<file path="src/rtl/swvf_pkg.sv">
// ----------------------------------------------------------------------------
// Sliding window vertex finder package
// Shared sizes, register indexes and the datapath command set.
// ----------------------------------------------------------------------------
package swvf_pkg;

   // Storage and field sizes.
   localparam int MAX_HITS  = 256;
   localparam int ADDR_W    = $clog2(MAX_HITS);
   localparam int CNT_W     = $clog2(MAX_HITS + 1);
   localparam int Z_W       = 18;
   localparam int CFG_W     = 16;
   localparam int CSR_IDX_W = 2;
   // Window edges reach past the hit range by up to the offset, size and step.
   localparam int POS_W     = Z_W + 3;
   // Signed sum of up to MAX_HITS hits, and its magnitude.
   localparam int SUM_W     = Z_W + ADDR_W + 1;
   localparam int MAG_W     = SUM_W - 1;

   // Configuration register indexes.
   localparam logic [CSR_IDX_W-1:0] REG_WINDOW_SIZE  = 2'd0;
   localparam logic [CSR_IDX_W-1:0] REG_WINDOW_STEP  = 2'd1;
   localparam logic [CSR_IDX_W-1:0] REG_START_OFFSET = 2'd2;

   // Reset values of the configuration registers.
   localparam logic [CFG_W-1:0] RESET_WINDOW_SIZE  = 16'd500;
   localparam logic [CFG_W-1:0] RESET_WINDOW_STEP  = 16'd250;
   localparam logic [CFG_W-1:0] RESET_START_OFFSET = 16'd100;

   // Commands from the controller to the datapath.
   typedef enum logic [3:0] {
      DP_NONE,
      DP_LOAD,
      DP_SCAN_INIT,
      DP_WIN_START,
      DP_WIN_EVAL,
      DP_WIN_END,
      DP_POST_INIT,
      DP_POST_SET2,
      DP_POST_EVAL,
      DP_MEAN_INIT,
      DP_MEAN_EVAL,
      DP_DIV_START,
      DP_OUT_EMPTY,
      DP_OUT_RESULT
   } dp_cmd_type;

   // Status from the datapath to the controller.
   typedef struct packed {
      logic more_windows;
      logic elem_avail;
      logic win_break;
      logic post_stop;
      logic mean_stop;
      logic div_done;
      logic out_free;
   } dp_status_type;

endpackage

</file>
<file path="src/rtl/swvf_ctrl.sv">
// ----------------------------------------------------------------------------
// Vertex finder controller
// Sequences hit loading, the window scan, the side counts, the mean sum,
// the division and the result hand-off.
// ----------------------------------------------------------------------------
module swvf_ctrl (
   input  logic                    clock,
   input  logic                    reset,
   input  logic                    req_valid,
   input  logic                    req_last_hit,
   input  logic                    req_no_hits,
   output logic                    req_stall,
   input  swvf_pkg::dp_status_type status,
   output swvf_pkg::dp_cmd_type    cmd
);

   typedef enum logic [12:0] {
      ST_IDLE  = 13'b0000000000001,
      ST_EMPTY = 13'b0000000000010,
      ST_WINIT = 13'b0000000000100,
      ST_WCHK  = 13'b0000000001000,
      ST_WRD   = 13'b0000000010000,
      ST_WEV   = 13'b0000000100000,
      ST_PSET1 = 13'b0000001000000,
      ST_PSET2 = 13'b0000010000000,
      ST_PRD   = 13'b0000100000000,
      ST_PEV   = 13'b0001000000000,
      ST_MSET  = 13'b0010000000000,
      ST_MRD   = 13'b0100000000000,
      ST_MDIV  = 13'b1000000000000
   } state_type;

   state_type state_ff, state_in;
   logic      started_ff, started_in;

   assign req_stall = (state_ff != ST_IDLE);

   // Next state and command.
   always_comb begin
      state_in   = state_ff;
      started_in = started_ff;
      cmd        = swvf_pkg::DP_NONE;
      unique case (state_ff)
         ST_IDLE: begin
            if (req_valid) begin
               cmd = swvf_pkg::DP_LOAD;
               if (req_no_hits) begin
                  state_in = ST_EMPTY;
               end else if (req_last_hit) begin
                  state_in = ST_WINIT;
               end
            end
         end
         ST_EMPTY: begin
            if (status.out_free) begin
               cmd      = swvf_pkg::DP_OUT_EMPTY;
               state_in = ST_IDLE;
            end
         end
         ST_WINIT: begin
            cmd      = swvf_pkg::DP_SCAN_INIT;
            state_in = ST_WCHK;
         end
         ST_WCHK: begin
            if (status.more_windows) begin
               cmd      = swvf_pkg::DP_WIN_START;
               state_in = ST_WRD;
            end else begin
               state_in = ST_PSET1;
            end
         end
         ST_WRD: begin
            if (status.elem_avail) begin
               state_in = ST_WEV;
            end else begin
               cmd      = swvf_pkg::DP_WIN_END;
               state_in = ST_WCHK;
            end
         end
         ST_WEV: begin
            if (status.win_break) begin
               cmd      = swvf_pkg::DP_WIN_END;
               state_in = ST_WCHK;
            end else begin
               cmd      = swvf_pkg::DP_WIN_EVAL;
               state_in = ST_WRD;
            end
         end
         ST_PSET1: begin
            cmd      = swvf_pkg::DP_POST_INIT;
            state_in = ST_PSET2;
         end
         ST_PSET2: begin
            cmd      = swvf_pkg::DP_POST_SET2;
            state_in = ST_PRD;
         end
         ST_PRD: begin
            state_in = status.elem_avail ? ST_PEV : ST_MSET;
         end
         ST_PEV: begin
            if (status.post_stop) begin
               state_in = ST_MSET;
            end else begin
               cmd      = swvf_pkg::DP_POST_EVAL;
               state_in = ST_PRD;
            end
         end
         ST_MSET: begin
            cmd      = swvf_pkg::DP_MEAN_INIT;
            state_in = ST_MRD;
         end
         ST_MRD: begin
            if (status.elem_avail) begin
               state_in = ST_MDIV;
               started_in = 1'b0;
            end else begin
               cmd        = swvf_pkg::DP_DIV_START;
               started_in = 1'b1;
               state_in   = ST_MDIV;
            end
         end
         ST_MDIV: begin
            // Before the division starts, evaluate a mean element or start it.
            if (!started_ff) begin
               if (status.mean_stop) begin
                  cmd        = swvf_pkg::DP_DIV_START;
                  started_in = 1'b1;
               end else begin
                  cmd      = swvf_pkg::DP_MEAN_EVAL;
                  state_in = ST_MRD;
               end
            end else if (status.div_done && status.out_free) begin
               cmd      = swvf_pkg::DP_OUT_RESULT;
               state_in = ST_IDLE;
            end
         end
         default: begin
            state_in = ST_IDLE;
         end
      endcase
   end

   always_ff @(posedge clock) begin
      if (reset) begin
         state_ff   <= ST_IDLE;
         started_ff <= 1'b0;
      end else begin
         state_ff   <= state_in;
         started_ff <= started_in;
      end
   end

endmodule

</file>
<file path="config.mk">
export PLATFORM = sky130hd
export DESIGN_NAME = swvf_ctrl
export DESIGN_NICKNAME = d
export VERILOG_FILES = /design/src/rtl/swvf_pkg.sv /design/src/rtl/swvf_ctrl.sv
export SDC_FILE = /design/constraint.sdc
export NUM_CORES = 1
export LEC_CHECK = 0
export BUFFER_PORTS_ARGS = -buffer_cell sky130_fd_sc_hd__buf_2
export CORE_UTILIZATION = 53
export CTS_BUF_LIST = sky130_fd_sc_hd__clkbuf_4
export CTS_CLUSTER_SIZE = 8
export DETAILED_ROUTE_END_ITERATION = 8
export MAX_ROUTING_LAYER = met4
export PLACE_DENSITY = 0.78
export SYNTH_ARGS = -nofsm -noshare
export SYNTH_HDL_FRONTEND = slang
export SYNTH_SLANG_ARGS = --single-unit
</file>
<file path="constraint.sdc">
create_clock -name clock -period 1.9 [get_ports clock]
set_input_delay 0.285 -clock clock [delete_from_list [all_inputs] [get_ports clock]]
set_output_delay 0.285 -clock clock [all_outputs]
set_load 0.02 [all_outputs]
</file>
# --- Word level (Yosys, flattened, before mapping) ---
# Index checks and enable logic that the tools add are counted.
totals:
  ff_bits: 14
  input_bits: 12
  wordCells: 52
  out_inout_bits: 5
  latch_bits: 0
  ramBits: 0
  mem_count: 0
  rom_bits: 0
classes:
  addsub: 0
  n_shift: 0
  n_reduce_logical: 3
  multipliers: 0
  order_cmp: 0
  bitwise_logic: 0
  div_mod_pow: 0
  eq_ne: 19
  n_mux: 28
ops:
  columns: ["operator", "count"]
  rows:
  - ["case mux 13 bit (13 select lines)", 1]
  - ["2-to-1 mux 13 bit", 7]
  - ["case mux 4 bit (12 select lines)", 1]
  - ["2-to-1 mux 11 bit", 2]
  - ["2-to-1 mux 4 bit", 5]
  - ["== test 13 x 1 -> 1 bit, second input constant", 1]
  - ["== test 13 x 10 -> 1 bit, second input constant", 1]
  - ["== test 13 x 11 -> 1 bit, second input constant", 1]
  - ["== test 13 x 12 -> 1 bit, second input constant", 1]
  - ["== test 13 bit, second input constant", 1]
  - ["== test 13 x 2 -> 1 bit, second input constant", 1]
  - ["== test 13 x 3 -> 1 bit, second input constant", 1]
  - ["== test 13 x 4 -> 1 bit, second input constant", 1]
  - ["== test 13 x 5 -> 1 bit, second input constant", 1]
  - ["== test 13 x 6 -> 1 bit, second input constant", 1]
  - ["== test 13 x 7 -> 1 bit, second input constant", 1]
  - ["== test 13 x 8 -> 1 bit, second input constant", 1]
  - ["== test 13 x 9 -> 1 bit, second input constant", 1]
  - ["inequality test 13 x 1 -> 1 bit, second input constant", 1]
  - ["inequality test 3 bit, second input constant", 3]
  - ["2-to-1 mux 7 bit", 1]
  - ["2-to-1 mux 1 bit", 6]
  - ["2-to-1 mux 6 bit", 1]
  - ["2-to-1 mux 5 bit", 1]
  - ["other kinds (7)", 8]

# --- Logic depth before layout (Yosys ltp) ---
depth:
  word_depth: 4
  depth_mapped: 8
  mapped_depth_nobuf: 6

# --- Worst setup path before layout ---
# Ideal clock, no wire load.
synth_path:
  path_type: "register to output"
  start: "register state_ff[4]"
  end: "output cmd[1]"
  slack_ns: -0.147
  required_time_ns: 1.615
  n_path_buf: 1
  arrival_ns: 1.762
  path_stages_with_launch: 6
  cell_sequence: "dfxtp_1 buf_2 nor4_4 nand3_2 or3_1 o2111ai_1"
synth_via:
  elab_chain_len: 2
  word_cells_on_any_way: 13
  cone_classes: "12 x eq/ne; 1 x mux"
synth_rtl:
  columns: ["item", "line_no", "source"]
  rows:
  - ["from (decl)", "swvf_ctrl.sv:33", "state_type state_ff, state_in;"]
  - ["from (signal assigned)", "swvf_ctrl.sv:148", "state_ff <= state_in;"]
  - ["== test 13 bit (tied with other cells)", "swvf_ctrl.sv:43", "unique case (state_ff)"]
  - ["case mux 4 bit (12 select lines) (*)", "swvf_ctrl.sv:43", null]
  - ["to (decl)", "swvf_ctrl.sv:14", "output swvf_pkg::dp_cmd_type cmd"]
# Every way passes the cells marked *; elsewhere a longest branch is shown, timed or not.

# --- Worst setup path in the final report ---
layout_path:
  start: "register state_ff[1]"
  end: "output cmd[0]"
# Same word-level chain as after synthesis.

==> metrics.yaml <==
synth:
  synth_cell_types: 45
  syn_avg_cell_area_um2: 8.31
  synth-warning-count: 0
  netlist_top_cells_area: "dfxtp_1 (25%), nor4_4 (7.6%), nand2b_1 (3.9%), nand3_1 (3.6%), o21ai_0 (3.6%)"
  synth-edff-count: 0
  ys_ff_latch: 14
  synthCells: 135
  synth_area_um2: 1120
  ys.flop_type: "dfxtp_1"
  yosys-top-cells-count: "dfxtp_1 (14), nor2_1 (9), nand3_1 (8), o21ai_0 (8)"
  seq_area_frac_synth: 0.250
  synth.most_common_cell: "dfxtp_1"
  synth_largest_area_cell: "dfxtp_1"
  synth_nets: 147
  yosys.area.top_type_share: 0.250
  synth-async-reset-ratio: 0
critical_path:
  worst_setup_path_start_kind: "flop"
  crit_arrival_ps: 2030
  crit_family: "simple AND/OR/NAND/NOR gates"
  worst-path-buf-inv: 1
  max_stage_delay_ps: 540
  r2r_setup_slack_ps: -40
  path_class: "reg -> out"
  cp_slowest_cell: "or4_4"
  crit_path_end_kind: "output pin"
  required_ps: 1620
  crit_path_max_fanout: 4
  crit_chain: "or4_4, or4b_4, nand4_1, buf_6"
final_layout:
  area_growth_pct: 49.9
  stdcell_area_um2: 1680
  drive_gt1_frac: 0.548
  fillCellCount: 100
  nNetsFinal: 199
  antennaDiodeCount: 0
route:
  vias: 1521
  drc: 0
  avgViaCountPerCell: 7.14
  firstDrtPassIters: 7
  ant_nets: 0
  route.detailed.wl_per_inst_um: 24.2
  routed_wl_mm: 5.15
  drt_iter0_markers: 89
die:
  ioPinCount: 17
  core_um2: 1980
  die_w_um: 48.0
  fp-row-count: 16
  die_area_um2: 2310
  initial_core_util: 0.566
  die_h_um: 48.0
pwr:
  power.leakage_nw: 0.721
  p_per_area_nw_per_um2: 751
  ir_drop_uv: 951
worst_hold_path:
  hold_path_class: "in -> reg"
clocking:
  cts_tree: "built"
  htree_num_levels: 1
  cts_buffer_depth: 2
  insertion_delay_ps: 300
  clock-root-buffer: "clkbuf_4"
  clk_pin_slew_worst_paths_ps: 100
  cts_sinks: 14
  cts_made_buffers: 3
timing:
  slew_violations: 0
  min_period_over_period: 1.22
  tightest_slew_ps: 377
  rsz0062_at_grt: "true"
  skew_ps: 11.0
  setup_viol: 7
  timing.hold.ws_ps: 183
  worst_slack_ps: -418
  max-slew-margin-rel: 0.747
  fin_crit_ps: 2320
  max_freq_mhz: 431
  finalHoldViolations: 0
grt:
  grtUsageTotal: 0.408
  grt_pass1_wl_mm: 6.09
  antenna_found_initial: 0
  grt_pass1_vias: 1326
  grt_max_degree: 9
  use_met2: 0.643
  use_met1: 0.462
  overflow: 0
  use_met3: 0.106
  top_usage_layer: "met2"
placement:
  hpwl_mm: 2.58
  gp_congestion: 0.968
  io_buffers: 16
  postPlaceCellArea_um2: 1450
run:
  drv_cap: 0
run_status:
  violations: "negative setup slack"
  outcome: "finished, violations left"
==> worst reg2reg max path, stage by stage (launching register included) <==
cell and delay (ps):
dfxtp_2 390, buf_4 170, or4b_4 510, nor2_4 140, buf_4 120, inv_2 50
or3_1 350, a21oi_1 140
==> stage by stage <==
step	cells	setup slack [ps]	utilization	setup TNS, ps	total power, mW
finish	213	-418	0.849	-1710	1.26
global route	213	-408	0.849	-1820	1.28
CTS	211	-269	0.809	-1080	1.12
detailed placement	202	-68.9	0.734	-260	0.872
global placement	202	-24.2	0.734	-26.4	0.858
floorplan	135	0.828	-	0	0.648
==> power breakdown <==
part	switching (mW)	internal (mW)
Sequential	0.0292	0.314
Clock	0.116	0.0765
Combinational	0.385	0.342
Total	0.530	0.733
==> area by class of cell <==
| class | instances | area [µm²] | area share |
|---|---|---|---|
| clock inverters | 1 | 3.75 | 0.00223 |
| multi-input cells | 107 | 893 | 0.531 |
| repair buffers | 55 | 412 | 0.245 |
| flip-flops and latches | 14 | 295 | 0.175 |
| inverters | 6 | 22.5 | 0.0134 |
| clock buffers | 3 | 22.5 | 0.0134 |
| well taps | 27 | 33.8 | 0.0201 |
==> flip-flops by register name, summed over array words and instances, names as in the netlist <==
signal      count
state_ff       13
started_ff      1
==> cell families after synthesis <==
kind of cell | share of synthesized area
AOI/OAI and AO/OA | 0.197
xor gates and xnor gates | 0.0312
buffers and inverters | 0.0725
DFF | 0.250
muxes | 0.0178
and+or+nand+nor | 0.431
==> worst paths after layout <==
kind | start | to | cells after the start
setup / recovery | state_ff[1] | cmd[0] | 4
hold / removal | status[6] | state_ff[6] | 2
setup reg to reg | state_ff[0] | state_ff[1] | 7
hold reg to reg | state_ff[11] | state_ff[11] | 2
==> routing by layer <==
metal	part of all wire	routed length, µm
met1	0.35	1820
met3	0.13	650
met4	0.088	453
met5	0	0
met2	0.43	2230
==> cells in the final DEF, fill, tap and decap left out, types with 3 or more instances in the layout <==
cell type	n
or4b_4	3
nor2_1	6
dfxtp_2	9
o21ai_0	8
xor2_1	3
buf_4	37
a22oi_1	4
a21oi_1	7
nand2_1	5
buf_6	7
nand3_2	4
nand3_1	5
buf_2	11
inv_1	5
nor4_4	6
nand2b_1	7
dfxtp_1	4
nor3_1	3
clkbuf_4	3
==> what timing repair did <==
action	4_1_cts	5_1_grt
pin swaps	12	12
setup endpoints to repair	13	15
hold endpoints to repair	0	0
buffers inserted	5	2
hold buffers	0	0
gates resized for setup	23	21
No activity file was read; power rests on OpenSTA's default activity.
